--- config.mk ---
export PLATFORM = sky130hd
export DESIGN_NAME = session_id_rendezvous_table_top_flat
export DESIGN_NICKNAME = d
export VERILOG_FILES = /design/src/design/sirt_pkg.sv /design/src/design/sirt_if.sv /design/src/design/sirt_ram.sv /design/src/design/sirt_front.sv /design/src/design/sirt_back.sv /design/src/design/session_id_rendezvous_table_top.sv /design/src/flat_wrapper.sv
export SDC_FILE = /design/constraint.sdc
export NUM_CORES = 2
export LEC_CHECK = 0
export ABC_AREA = 0
export BUFFER_PORTS_ARGS = -buffer_cell sky130_fd_sc_hd__buf_2
export CORE_UTILIZATION = 50
export CTS_CLUSTER_SIZE = 10
export DETAILED_ROUTE_END_ITERATION = 7
export GPL_TIMING_DRIVEN = 0
export PLACE_DENSITY = 0.72
export REMOVE_ABC_BUFFERS = 1
export SYNTH_ARGS = -nofsm -noshare
export SYNTH_HDL_FRONTEND = slang
export SYNTH_HIERARCHICAL = 1
export SYNTH_SLANG_ARGS = --single-unit
export TNS_END_PERCENT = 50
--- constraint.sdc ---
create_clock -name clk_i -period 6.3 [get_ports clk_i]
set_input_delay 0.945 -clock clk_i [delete_from_list [all_inputs] [get_ports clk_i]]
set_output_delay 0.945 -clock clk_i [all_outputs]
set_load 0.005 [all_outputs]
--- src/design/sirt_pkg.sv ---
// ----------------------------------------------------------------------------
// sirt_pkg
// Shared types and constants of the session id rendezvous table.
// ----------------------------------------------------------------------------
package sirt_pkg;

  localparam int ID_BITS_DEFAULT     = 6;
  localparam int HANDLE_BITS_DEFAULT = 16;

  localparam int QUEUE_DEPTH = 2;
  localparam int QPTR_BITS   = $clog2(QUEUE_DEPTH);

  localparam int PADDR_BITS = 3;
  localparam int PDATA_BITS = 32;

  localparam logic [0:0] REG_ALLOC_MODE = 1'b0;

  typedef enum logic [1:0] {
    OP_ALLOC = 2'd0,
    OP_SEND  = 2'd1,
    OP_RECV  = 2'd2,
    OP_CLOSE = 2'd3
  } op_e;

endpackage

--- src/design/sirt_if.sv ---
// ----------------------------------------------------------------------------
// sirt_if
// Request and response channels of the session id rendezvous table.
// ----------------------------------------------------------------------------
interface sirt_req_if #(
  parameter int ID_BITS     = sirt_pkg::ID_BITS_DEFAULT,
  parameter int HANDLE_BITS = sirt_pkg::HANDLE_BITS_DEFAULT
);
  logic                   valid;
  logic                   ready;
  logic [1:0]             operation;
  logic [ID_BITS-1:0]     session_id;
  logic [HANDLE_BITS-1:0] message_handle;
  logic [HANDLE_BITS-1:0] waiter_handle;
  logic                   discard;

  modport source (
    output valid, operation, session_id, message_handle, waiter_handle, discard,
    input  ready
  );
  modport sink (
    input  valid, operation, session_id, message_handle, waiter_handle, discard,
    output ready
  );
endinterface

interface sirt_rsp_if #(
  parameter int ID_BITS     = sirt_pkg::ID_BITS_DEFAULT,
  parameter int HANDLE_BITS = sirt_pkg::HANDLE_BITS_DEFAULT
);
  logic                   valid;
  logic                   ready;
  logic                   status;
  logic [ID_BITS-1:0]     allocated_id;
  logic                   delivered;
  logic [HANDLE_BITS-1:0] delivered_message;
  logic [HANDLE_BITS-1:0] delivered_waiter;
  logic                   delivered_discard;

  modport source (
    output valid, status, allocated_id, delivered, delivered_message,
           delivered_waiter, delivered_discard,
    input  ready
  );
  modport sink (
    input  valid, status, allocated_id, delivered, delivered_message,
           delivered_waiter, delivered_discard,
    output ready
  );
endinterface

--- src/design/sirt_ram.sv ---
// ----------------------------------------------------------------------------
// sirt_ram
// Generic single write, single read RAM with registered read data.
// ----------------------------------------------------------------------------
module sirt_ram #(
  parameter int WIDTH = 16,
  parameter int DEPTH = 64
) (
  input  logic                     clk_i,
  input  logic                     we_i,
  input  logic [$clog2(DEPTH)-1:0] waddr_i,
  input  logic [WIDTH-1:0]         wdata_i,
  input  logic                     re_i,
  input  logic [$clog2(DEPTH)-1:0] raddr_i,
  output logic [WIDTH-1:0]         rdata_o
);

  logic [WIDTH-1:0] mem_q [DEPTH];
  logic [WIDTH-1:0] rdata_q;

  always_ff @(posedge clk_i) begin
    if (we_i) begin
      mem_q[waddr_i] <= wdata_i;
    end
    if (re_i) begin
      rdata_q <= mem_q[raddr_i];
    end
  end

  assign rdata_o = rdata_q;

endmodule

--- src/design/sirt_front.sv ---
// ----------------------------------------------------------------------------
// sirt_front
// Accepts request words, decodes the operation and queues them for the
// back end.
// ----------------------------------------------------------------------------
module sirt_front #(
  parameter int ID_BITS     = sirt_pkg::ID_BITS_DEFAULT,
  parameter int HANDLE_BITS = sirt_pkg::HANDLE_BITS_DEFAULT
) (
  input  logic                   clk_i,
  input  logic                   rst_ni,
  sirt_req_if.sink               req_i,
  output logic                   q_valid_o,
  input  logic                   q_pop_i,
  output sirt_pkg::op_e          q_op_o,
  output logic [ID_BITS-1:0]     q_id_o,
  output logic [HANDLE_BITS-1:0] q_msg_o,
  output logic [HANDLE_BITS-1:0] q_wait_o,
  output logic                   q_disc_o
);

  localparam int ItemBits = 2 + ID_BITS + 2 * HANDLE_BITS + 1;

  logic [ItemBits-1:0]            fifo_q [sirt_pkg::QUEUE_DEPTH];
  logic [sirt_pkg::QPTR_BITS-1:0] wr_ptr_q, wr_ptr_d;
  logic [sirt_pkg::QPTR_BITS-1:0] rd_ptr_q, rd_ptr_d;
  logic [sirt_pkg::QPTR_BITS:0]   count_q, count_d;
  logic                           push;
  logic                           pop;
  logic [ItemBits-1:0]            head;

  assign req_i.ready = (count_q != (sirt_pkg::QPTR_BITS+1)'(sirt_pkg::QUEUE_DEPTH));
  assign push        = req_i.valid && req_i.ready;
  assign q_valid_o   = (count_q != '0);
  assign pop         = q_pop_i && q_valid_o;

  always_comb begin
    wr_ptr_d = wr_ptr_q;
    rd_ptr_d = rd_ptr_q;
    count_d  = count_q;
    if (push) begin
      wr_ptr_d = (wr_ptr_q == sirt_pkg::QPTR_BITS'(sirt_pkg::QUEUE_DEPTH - 1)) ?
                 '0 : wr_ptr_q + 1'b1;
    end
    if (pop) begin
      rd_ptr_d = (rd_ptr_q == sirt_pkg::QPTR_BITS'(sirt_pkg::QUEUE_DEPTH - 1)) ?
                 '0 : rd_ptr_q + 1'b1;
    end
    if (push && !pop) begin
      count_d = count_q + 1'b1;
    end else if (pop && !push) begin
      count_d = count_q - 1'b1;
    end
  end

  always_ff @(posedge clk_i or negedge rst_ni) begin
    if (!rst_ni) begin
      wr_ptr_q <= '0;
      rd_ptr_q <= '0;
      count_q  <= '0;
    end else begin
      wr_ptr_q <= wr_ptr_d;
      rd_ptr_q <= rd_ptr_d;
      count_q  <= count_d;
    end
  end

  always_ff @(posedge clk_i) begin
    if (push) begin
      fifo_q[wr_ptr_q] <= {req_i.operation, req_i.session_id, req_i.message_handle,
                           req_i.waiter_handle, req_i.discard};
    end
  end

  assign head     = fifo_q[rd_ptr_q];
  assign q_op_o   = sirt_pkg::op_e'(head[ItemBits-1 -: 2]);
  assign q_id_o   = head[2*HANDLE_BITS+1 +: ID_BITS];
  assign q_msg_o  = head[HANDLE_BITS+1 +: HANDLE_BITS];
  assign q_wait_o = head[1 +: HANDLE_BITS];
  assign q_disc_o = head[0];

endmodule

--- src/design/sirt_back.sv ---
// ----------------------------------------------------------------------------
// sirt_back
// Executes queued operations against the session table and registers the
// response word.
// ----------------------------------------------------------------------------
module sirt_back #(
  parameter int ID_BITS     = sirt_pkg::ID_BITS_DEFAULT,
  parameter int HANDLE_BITS = sirt_pkg::HANDLE_BITS_DEFAULT
) (
  input  logic                   clk_i,
  input  logic                   rst_ni,
  input  logic                   alloc_mode_i,
  input  logic                   q_valid_i,
  output logic                   q_pop_o,
  input  sirt_pkg::op_e          q_op_i,
  input  logic [ID_BITS-1:0]     q_id_i,
  input  logic [HANDLE_BITS-1:0] q_msg_i,
  input  logic [HANDLE_BITS-1:0] q_wait_i,
  input  logic                   q_disc_i,
  sirt_rsp_if.source             rsp_o
);

  localparam int TableSize = 1 << ID_BITS;

  localparam logic ST_IDLE = 1'b0;
  localparam logic ST_EXEC = 1'b1;

  logic                   state_q, state_d;
  logic [TableSize-1:0]   present_q, present_d;
  logic [TableSize-1:0]   hmsg_q, hmsg_d;
  logic [TableSize-1:0]   hwait_q, hwait_d;
  logic [ID_BITS-1:0]     seq_q, seq_d;

  sirt_pkg::op_e          op_q;
  logic [ID_BITS-1:0]     id_q;
  logic [HANDLE_BITS-1:0] msg_q;
  logic [HANDLE_BITS-1:0] wait_q;
  logic                   disc_q;

  logic                   out_valid_q, out_valid_d;
  logic                   status_q, status_d;
  logic [ID_BITS-1:0]     alloc_q, alloc_d;
  logic                   dlv_q, dlv_d;
  logic [HANDLE_BITS-1:0] dmsg_q, dmsg_d;
  logic [HANDLE_BITS-1:0] dwait_q, dwait_d;
  logic                   ddisc_q, ddisc_d;

  logic                   out_free;
  logic                   pop;
  logic [ID_BITS-1:0]     free_idx;
  logic                   full;
  logic                   hit_p, hit_m, hit_w;
  logic                   msg_we, wait_we;
  logic [HANDLE_BITS-1:0] msg_rdata;
  logic [HANDLE_BITS:0]   wait_rdata;

  assign out_free = !out_valid_q || rsp_o.ready;
  assign pop      = (state_q == ST_IDLE) && q_valid_i && out_free;
  assign q_pop_o  = pop;

  always_comb begin
    free_idx = '0;
    for (int i = TableSize - 1; i >= 0; i--) begin
      if (!present_q[i]) begin
        free_idx = ID_BITS'(i);
      end
    end
  end

  assign full  = &present_q;
  assign hit_p = present_q[id_q];
  assign hit_m = hmsg_q[id_q];
  assign hit_w = hwait_q[id_q];

  assign msg_we  = (state_q == ST_EXEC) && (op_q == sirt_pkg::OP_SEND) && !(hit_p && hit_w);
  assign wait_we = (state_q == ST_EXEC) && (op_q == sirt_pkg::OP_RECV) && !(hit_p && hit_m);

  sirt_ram #(
    .WIDTH (HANDLE_BITS),
    .DEPTH (TableSize)
  ) u_msg_ram (
    .clk_i   (clk_i),
    .we_i    (msg_we),
    .waddr_i (id_q),
    .wdata_i (msg_q),
    .re_i    (pop),
    .raddr_i (q_id_i),
    .rdata_o (msg_rdata)
  );

  sirt_ram #(
    .WIDTH (HANDLE_BITS + 1),
    .DEPTH (TableSize)
  ) u_wait_ram (
    .clk_i   (clk_i),
    .we_i    (wait_we),
    .waddr_i (id_q),
    .wdata_i ({disc_q, wait_q}),
    .re_i    (pop),
    .raddr_i (q_id_i),
    .rdata_o (wait_rdata)
  );

  always_comb begin
    state_d     = state_q;
    present_d   = present_q;
    hmsg_d      = hmsg_q;
    hwait_d     = hwait_q;
    seq_d       = seq_q;
    out_valid_d = out_valid_q && !rsp_o.ready;
    status_d    = status_q;
    alloc_d     = alloc_q;
    dlv_d       = dlv_q;
    dmsg_d      = dmsg_q;
    dwait_d     = dwait_q;
    ddisc_d     = ddisc_q;
    case (state_q)
      ST_IDLE: begin
        if (pop) begin
          state_d = ST_EXEC;
        end
      end
      ST_EXEC: begin
        state_d     = ST_IDLE;
        out_valid_d = 1'b1;
        status_d    = 1'b0;
        alloc_d     = '0;
        dlv_d       = 1'b0;
        dmsg_d      = '0;
        dwait_d     = '0;
        ddisc_d     = 1'b0;
        case (op_q)
          sirt_pkg::OP_ALLOC: begin
            if (alloc_mode_i) begin
              alloc_d = seq_q;
              seq_d   = seq_q + 1'b1;
            end else if (full) begin
              status_d = 1'b1;
            end else begin
              alloc_d             = free_idx;
              present_d[free_idx] = 1'b1;
              hmsg_d[free_idx]    = 1'b0;
              hwait_d[free_idx]   = 1'b0;
            end
          end
          sirt_pkg::OP_SEND: begin
            if (hit_p && hit_w) begin
              dlv_d          = 1'b1;
              dmsg_d         = msg_q;
              dwait_d        = wait_rdata[HANDLE_BITS-1:0];
              ddisc_d        = wait_rdata[HANDLE_BITS];
              present_d[id_q] = 1'b0;
              hmsg_d[id_q]    = 1'b0;
              hwait_d[id_q]   = 1'b0;
            end else begin
              present_d[id_q] = 1'b1;
              hmsg_d[id_q]    = 1'b1;
            end
          end
          sirt_pkg::OP_RECV: begin
            if (hit_p && hit_m) begin
              dlv_d          = 1'b1;
              dmsg_d         = msg_rdata;
              dwait_d        = wait_q;
              ddisc_d        = disc_q;
              present_d[id_q] = 1'b0;
              hmsg_d[id_q]    = 1'b0;
              hwait_d[id_q]   = 1'b0;
            end else begin
              present_d[id_q] = 1'b1;
              hwait_d[id_q]   = 1'b1;
            end
          end
          default: begin
            present_d[id_q] = 1'b0;
            hmsg_d[id_q]    = 1'b0;
            hwait_d[id_q]   = 1'b0;
          end
        endcase
      end
      default: begin
        state_d = ST_IDLE;
      end
    endcase
  end

  always_ff @(posedge clk_i or negedge rst_ni) begin
    if (!rst_ni) begin
      state_q     <= ST_IDLE;
      present_q   <= '0;
      hmsg_q      <= '0;
      hwait_q     <= '0;
      seq_q       <= '0;
      out_valid_q <= 1'b0;
    end else begin
      state_q     <= state_d;
      present_q   <= present_d;
      hmsg_q      <= hmsg_d;
      hwait_q     <= hwait_d;
      seq_q       <= seq_d;
      out_valid_q <= out_valid_d;
    end
  end

  always_ff @(posedge clk_i) begin
    if (pop) begin
      op_q   <= q_op_i;
      id_q   <= q_id_i;
      msg_q  <= q_msg_i;
      wait_q <= q_wait_i;
      disc_q <= q_disc_i;
    end
    status_q <= status_d;
    alloc_q  <= alloc_d;
    dlv_q    <= dlv_d;
    dmsg_q   <= dmsg_d;
    dwait_q  <= dwait_d;
    ddisc_q  <= ddisc_d;
  end

  assign rsp_o.valid             = out_valid_q;
  assign rsp_o.status            = status_q;
  assign rsp_o.allocated_id      = alloc_q;
  assign rsp_o.delivered         = dlv_q;
  assign rsp_o.delivered_message = dmsg_q;
  assign rsp_o.delivered_waiter  = dwait_q;
  assign rsp_o.delivered_discard = ddisc_q;

endmodule

--- src/design/session_id_rendezvous_table_top.sv ---
// ----------------------------------------------------------------------------
// session_id_rendezvous_table_top
// Session table indexed by id: allocate, send/receive rendezvous, close.
// ----------------------------------------------------------------------------
// Every request word returns exactly one response word, in order. A two-entry
// queue takes requests; the execute stage takes each through IDLE (pop starts
// the handle RAM read) and EXEC (table update, response register), popping no
// new one until back in IDLE with the output free. The lowest free id comes
// from a priority encoder over the presence bits. The table is empty right out
// of reset, with no clearing pass. Register 0 at byte address 0, bit 0,
// selects sequential id allocation; write it only while the block is idle.
module session_id_rendezvous_table_top #(
  parameter int ID_BITS     = sirt_pkg::ID_BITS_DEFAULT,
  parameter int HANDLE_BITS = sirt_pkg::HANDLE_BITS_DEFAULT
) (
  input  logic                            clk_i,
  input  logic                            rst_ni,
  sirt_req_if.sink                        req_i,
  sirt_rsp_if.source                      rsp_o,
  input  logic                            psel_i,
  input  logic                            penable_i,
  input  logic                            pwrite_i,
  input  logic [sirt_pkg::PADDR_BITS-1:0] paddr_i,
  input  logic [sirt_pkg::PDATA_BITS-1:0] pwdata_i,
  output logic [sirt_pkg::PDATA_BITS-1:0] prdata_o,
  output logic                            pready_o
);

  logic                   mode_q;
  logic                   reg_sel;
  logic                   q_valid;
  logic                   q_pop;
  sirt_pkg::op_e          q_op;
  logic [ID_BITS-1:0]     q_id;
  logic [HANDLE_BITS-1:0] q_msg;
  logic [HANDLE_BITS-1:0] q_wait;
  logic                   q_disc;

  assign pready_o = 1'b1;
  assign reg_sel  = (paddr_i[sirt_pkg::PADDR_BITS-1] == sirt_pkg::REG_ALLOC_MODE);

  always_ff @(posedge clk_i or negedge rst_ni) begin
    if (!rst_ni) begin
      mode_q <= 1'b0;
    end else if (psel_i && penable_i && pwrite_i && pready_o && reg_sel) begin
      mode_q <= pwdata_i[0];
    end
  end

  assign prdata_o = reg_sel ? {{(sirt_pkg::PDATA_BITS-1){1'b0}}, mode_q} : '0;

  sirt_front #(
    .ID_BITS     (ID_BITS),
    .HANDLE_BITS (HANDLE_BITS)
  ) u_front (
    .clk_i     (clk_i),
    .rst_ni    (rst_ni),
    .req_i     (req_i),
    .q_valid_o (q_valid),
    .q_pop_i   (q_pop),
    .q_op_o    (q_op),
    .q_id_o    (q_id),
    .q_msg_o   (q_msg),
    .q_wait_o  (q_wait),
    .q_disc_o  (q_disc)
  );

  sirt_back #(
    .ID_BITS     (ID_BITS),
    .HANDLE_BITS (HANDLE_BITS)
  ) u_back (
    .clk_i        (clk_i),
    .rst_ni       (rst_ni),
    .alloc_mode_i (mode_q),
    .q_valid_i    (q_valid),
    .q_pop_o      (q_pop),
    .q_op_i       (q_op),
    .q_id_i       (q_id),
    .q_msg_i      (q_msg),
    .q_wait_i     (q_wait),
    .q_disc_i     (q_disc),
    .rsp_o        (rsp_o)
  );

endmodule
--- src/flat_wrapper.sv ---
// flat-port wrapper written by rule: the top's interface ports become plain ports
module session_id_rendezvous_table_top_flat 
#(
  parameter int ID_BITS     = sirt_pkg::ID_BITS_DEFAULT,
  parameter int HANDLE_BITS = sirt_pkg::HANDLE_BITS_DEFAULT
)
  (clk_i, rst_ni, psel_i, penable_i, pwrite_i, paddr_i, pwdata_i, prdata_o, pready_o, req_i_valid, req_i_operation, req_i_session_id, req_i_message_handle, req_i_waiter_handle, req_i_discard, req_i_ready, rsp_o_valid, rsp_o_status, rsp_o_allocated_id, rsp_o_delivered, rsp_o_delivered_message, rsp_o_delivered_waiter, rsp_o_delivered_discard, rsp_o_ready);
  sirt_req_if #(.ID_BITS(ID_BITS), .HANDLE_BITS(HANDLE_BITS)) req_i_i ();
  sirt_rsp_if #(.ID_BITS(ID_BITS), .HANDLE_BITS(HANDLE_BITS)) rsp_o_i ();
  input  logic clk_i;
  input  logic rst_ni;
  input  logic psel_i;
  input  logic penable_i;
  input  logic pwrite_i;
  input  logic [sirt_pkg::PADDR_BITS-1:0] paddr_i;
  input  logic [sirt_pkg::PDATA_BITS-1:0] pwdata_i;
  output logic [sirt_pkg::PDATA_BITS-1:0] prdata_o;
  output logic pready_o;
  input wire logic [$bits(req_i_i.valid)-1:0] req_i_valid;
  input wire logic [$bits(req_i_i.operation)-1:0] req_i_operation;
  input wire logic [$bits(req_i_i.session_id)-1:0] req_i_session_id;
  input wire logic [$bits(req_i_i.message_handle)-1:0] req_i_message_handle;
  input wire logic [$bits(req_i_i.waiter_handle)-1:0] req_i_waiter_handle;
  input wire logic [$bits(req_i_i.discard)-1:0] req_i_discard;
  output wire logic [$bits(req_i_i.ready)-1:0] req_i_ready;
  output wire logic [$bits(rsp_o_i.valid)-1:0] rsp_o_valid;
  output wire logic [$bits(rsp_o_i.status)-1:0] rsp_o_status;
  output wire logic [$bits(rsp_o_i.allocated_id)-1:0] rsp_o_allocated_id;
  output wire logic [$bits(rsp_o_i.delivered)-1:0] rsp_o_delivered;
  output wire logic [$bits(rsp_o_i.delivered_message)-1:0] rsp_o_delivered_message;
  output wire logic [$bits(rsp_o_i.delivered_waiter)-1:0] rsp_o_delivered_waiter;
  output wire logic [$bits(rsp_o_i.delivered_discard)-1:0] rsp_o_delivered_discard;
  input wire logic [$bits(rsp_o_i.ready)-1:0] rsp_o_ready;
  assign req_i_i.valid = req_i_valid;
  assign req_i_i.operation = req_i_operation;
  assign req_i_i.session_id = req_i_session_id;
  assign req_i_i.message_handle = req_i_message_handle;
  assign req_i_i.waiter_handle = req_i_waiter_handle;
  assign req_i_i.discard = req_i_discard;
  assign req_i_ready = req_i_i.ready;
  assign rsp_o_valid = rsp_o_i.valid;
  assign rsp_o_status = rsp_o_i.status;
  assign rsp_o_allocated_id = rsp_o_i.allocated_id;
  assign rsp_o_delivered = rsp_o_i.delivered;
  assign rsp_o_delivered_message = rsp_o_i.delivered_message;
  assign rsp_o_delivered_waiter = rsp_o_i.delivered_waiter;
  assign rsp_o_delivered_discard = rsp_o_i.delivered_discard;
  assign rsp_o_i.ready = rsp_o_ready;
  session_id_rendezvous_table_top #(.ID_BITS(ID_BITS), .HANDLE_BITS(HANDLE_BITS)) u_core (.clk_i(clk_i), .rst_ni(rst_ni), .req_i(req_i_i), .rsp_o(rsp_o_i), .psel_i(psel_i), .penable_i(penable_i), .pwrite_i(pwrite_i), .paddr_i(paddr_i), .pwdata_i(pwdata_i), .prdata_o(prdata_o), .pready_o(pready_o));
endmodule
==> impl_metrics.py <==
metrics = {
    "route": {
        "wirelength_um": 292000,
        "vias": 61800,
        "ant_nets": 0,
        "post_drt_via_cell_ratio": 6.75,
        "drc": 21,
        "post_drt_wl_per_cell_um": 31.9,
        "firstDrtPassIters": 8,
        "drt_iter0_drc": 8939,
    },
    "critical_path": {
        "startpoint_type": "flip-flop",
        "path_cells": "buf_16, buf_16, and3b_1, and3_1, a31oi_1, o211ai_1, nor4_4, o21a_4, and2_1, nand3_1, nor2_2, buf_6",
        "critPathKind": "flip-flop to flip-flop",
        "worst_path_max_delay_cell": "nor2_2",
        "slowest_delay_ps": 760,
        "worst_ep_arrival_time_ps": 7100,
        "worstPathMaxFanout": 17,
        "path_common_cell": "buf_16",
        "cp-end-kind": "flip-flop",
        "crit_required_ps": 6920,
    },
    "clocking": {
        "clock_sinks": 2514,
        "clk_latency_ps": 940,
        "cts.htree.levels": 5,
        "cts_buffers": 307,
        "cts_tree": "done",
        "hold_buffers": 0,
        "path_clk_slew_ps": 50,
        "clockBufferDepth": 4,
        "cts_root_buf": "clkbuf_16",
    },
    "power_and_ir_drop": {
        "leakage_nw": 39.2,
        "peakVddDrop_mv": 0.355,
        "p_per_area_nw_per_um2": 474,
        "p_total_mw": 57.3,
    },
    "synthesis": {
        "dominantRegCellSynth": "edfxtp_1",
        "yosysWarnings": 6,
        "synth_area_per_cell_um2": 17.4,
        "ys_types": 95,
        "netlist_instances": 6017,
        "synth_edf_count": 2309,
        "synthesis.area_um2": 104000,
        "synth_seq_area_share": 0.713,
        "async_flop_share": 0.0815,
        "ys_ff_latch": 2514,
    },
    "cells_and_area": {
        "nFillCells": 14800,
        "drive_gt1_frac": 0.230,
        "area_growth_pct": 15.6,
        "utilization": 0.583,
        "nets": 6385,
    },
    "job": {
        "maxCapViolations": 4,
    },
    "global_route": {
        "grt_pass1_wl_um": 423000,
        "grt_use_total": 0.275,
        "antenna_found_initial": 8,
        "grt_pass1_vias": 61400,
        "grt_max_degree": 109,
        "grt_overflow": 0,
    },
    "timing": {
        "tns_ps": -16570,
        "slew_viol_final": 63,
        "hold_viol": 0,
        "max_freq_mhz": 154,
        "fin_ws_ps": -188,
        "finalClockSkew_ps": 59.5,
        "relSlewSlack": -0.0569,
        "rsz0062_at_grt": "true",
        "min_period_ps": 6490,
        "worst_slew_pin_slew_ps": 1580,
        "final-setup-viol-count": 251,
        "period_share": 1.03,
    },
    "placement": {
        "dpl.hpwl_um": 180000,
        "io_buffers": 93,
        "gp_congestion": 0.967,
        "pre_cts_slack_ps": -1140,
    },
    "floorplanning": {
        "io_pins": 159,
        "core_um2": 207000,
        "die-area_um2": 211000,
        "die_w_um": 459,
        "placementRows": 167,
        "initial_utilization": 0.504,
        "die_h_um": 459,
    },
    "outcome": {
        "violations": "design-rule violations, max-capacitance violations, max-slew violations, negative setup slack",
        "status": "complete, but fails checks",
    },
    "worst_hold_path": {
        "worstHoldPathType": "primary input to asynchronous set/reset pin",
    },
}
[path summary, 6_finish.rpt]
path                                         from                                    to  slack [ps]  cells past startpoint
min in group clk_i         req_i_waiter_handle[6]           u_core/u_front/fifo_q[0][7]         210                      1
setup / recovery            u_core/u_back/id_q[3]  u_core/u_back/u_msg_ram/mem_q[41][9]        -190                     12
setup reg to reg            u_core/u_back/id_q[3]  u_core/u_back/u_msg_ram/mem_q[41][9]        -190                     12
hold reg to reg            u_core/u_back/seq_q[5]                u_core/u_back/seq_q[5]         490                      1
max in group asynchronous                  rst_ni                u_core/u_back/seq_q[3]        5120                      2
hold / removal                             rst_ni             u_core/u_front/count_q[0]          90                      1
[synthesized netlist by cell type (all sizes together) (17+ instances only)]
cell | number | share of area
a211oi | 53 | 0.0040
a21oi | 163 | 0.0078
a221oi | 90 | 0.0077
a22o | 98 | 0.0082
a22oi | 173 | 0.012
a31oi | 42 | 0.0025
and3 | 25 | 0.0015
and4 | 20 | 0.0017
buf | 245 | 0.018
clkbuf | 194 | 0.0071
dfrtp | 205 | 0.049
edfxtp | 2309 | 0.66
inv | 42 | 0.0015
mux2 | 94 | 0.012
mux2i | 240 | 0.023
mux4 | 455 | 0.098
nand2 | 272 | 0.0098
nand2b | 19 | 0.0011
nand3 | 81 | 0.0039
nand4 | 46 | 0.0028
nor2 | 355 | 0.013
nor2b | 95 | 0.0057
nor3 | 45 | 0.0023
nor4 | 17 | 0.0015
o211ai | 95 | 0.0068
o21ai | 230 | 0.011
o221ai | 19 | 0.0016
o22ai | 40 | 0.0024
o31ai | 30 | 0.0022
[worst max-delay path, delay by kind of cell (launching register included)]
family,cells,cell delay (ps)
buffers and inverters,3,730
DFF,1,720
AOI/OAI and AO/OA,3,1410
and+or+nand+nor,6,3240
[metrics by stage]
stage | cells | hold slack, ps | area, um2
after floorplan | 5608 | 446 | 102000
after global placement | 8489 | 463 | 106000
after detailed placement | 8754 | 464 | 112000
after CTS | 9145 | 73.8 | 121000
after global routing | 9152 | 112 | 121000
final | 9158 | 88.4 | 121000
[cells by family after synthesis]
family	synth area share
buffers and inverters	0.0263
XOR/XNOR	0.000838
other	0.0000719
adder cells (fa/ha/maj)	0.000719
multiplexers	0.133
flip-flops	0.713
AO/OA/AOI/OAI	0.0791
AND/OR/NAND/NOR	0.0475
[where the power goes]
| group | internal, mW | switching (mW) | total, mW | leakage, nW |
|---|---|---|---|---|
| Clock | 9.05 | 6.22 | 15.3 | 4.05 |
| Combinational | 7.17 | 12.1 | 19.2 | 11.5 |
| Sequential | 21.4 | 1.36 | 22.8 | 23.6 |
[placed cells by master (no fill, tap or decap), types with 39 or more instances in the layout]
cell       count
a221oi_1      88
dfrtp_1      203
mux2_2        52
nand4_1       46
o211ai_1      95
nand3_1       77
nor2_4        56
inv_1         40
a31oi_1       42
a22o_1        98
a21oi_1      163
buf_2         92
nor2_2        86
a211oi_1      50
clkbuf_16    316
nor2b_1       90
nor3_1        39
mux4_2       451
mux2i_1      240
clkbuf_1      45
nor2_1       213
a22oi_1      173
buf_16       123
buf_8        115
o21ai_0      221
o22ai_1       40
edfxtp_1    2309
nand2_1      267
[state kept, by name, summed over array words and instances, names as in the netlist, 2 cells and up]
signal                                 flops
u_core/u_back/u_msg_ram/mem_q           1024
u_core/u_back/wait_q                      16
u_core/u_back/hmsg_q                      64
u_core/u_back/rsp_o.delivered_waiter      16
u_core/u_back/hwait_q                     64
u_core/u_back/seq_q                        6
u_core/u_back/present_q                   64
u_core/u_back/rsp_o.allocated_id           6
u_core/u_back/u_wait_ram/rdata_o          17
u_core/u_front/count_q                     2
u_core/u_back/msg_q                       16
u_core/u_back/rsp_o.delivered_message     16
u_core/u_front/fifo_q                     82
u_core/u_back/op_q                         2
u_core/u_back/u_wait_ram/mem_q          1088
u_core/u_back/u_msg_ram/rdata_o           16
u_core/u_back/id_q                         6
[routing by layer]
layer,global-route usage,vias to the layer above,part of all wire
met5,0,-,0.00022
met4,0.136,10,0.058
met3,0.0634,1016,0.11
met2,0.433,4297,0.47
met1,0.362,31500,0.36
li1,-,25000,-
[final cells by class]
cell class              instances  area (um2)  area share
flip-flops and latches       2514       74500       0.616
multi-input cells            3051       28200       0.233
clock buffers                 368        8170      0.0676
repair buffers                379        6190      0.0512
well taps                    2788        3490      0.0289
inverters                      43         163     0.00135
clock inverters                 9         106    0.000880
diodes                          6        15.0    0.000124
[timing repair]
item                       in CTS  in global routing
pin swaps                       5                  2
setup buffers                  14                  6
setup endpoints to repair    2147                944
gates resized for setup        38                 23
(Power assumes the default switching activity.)
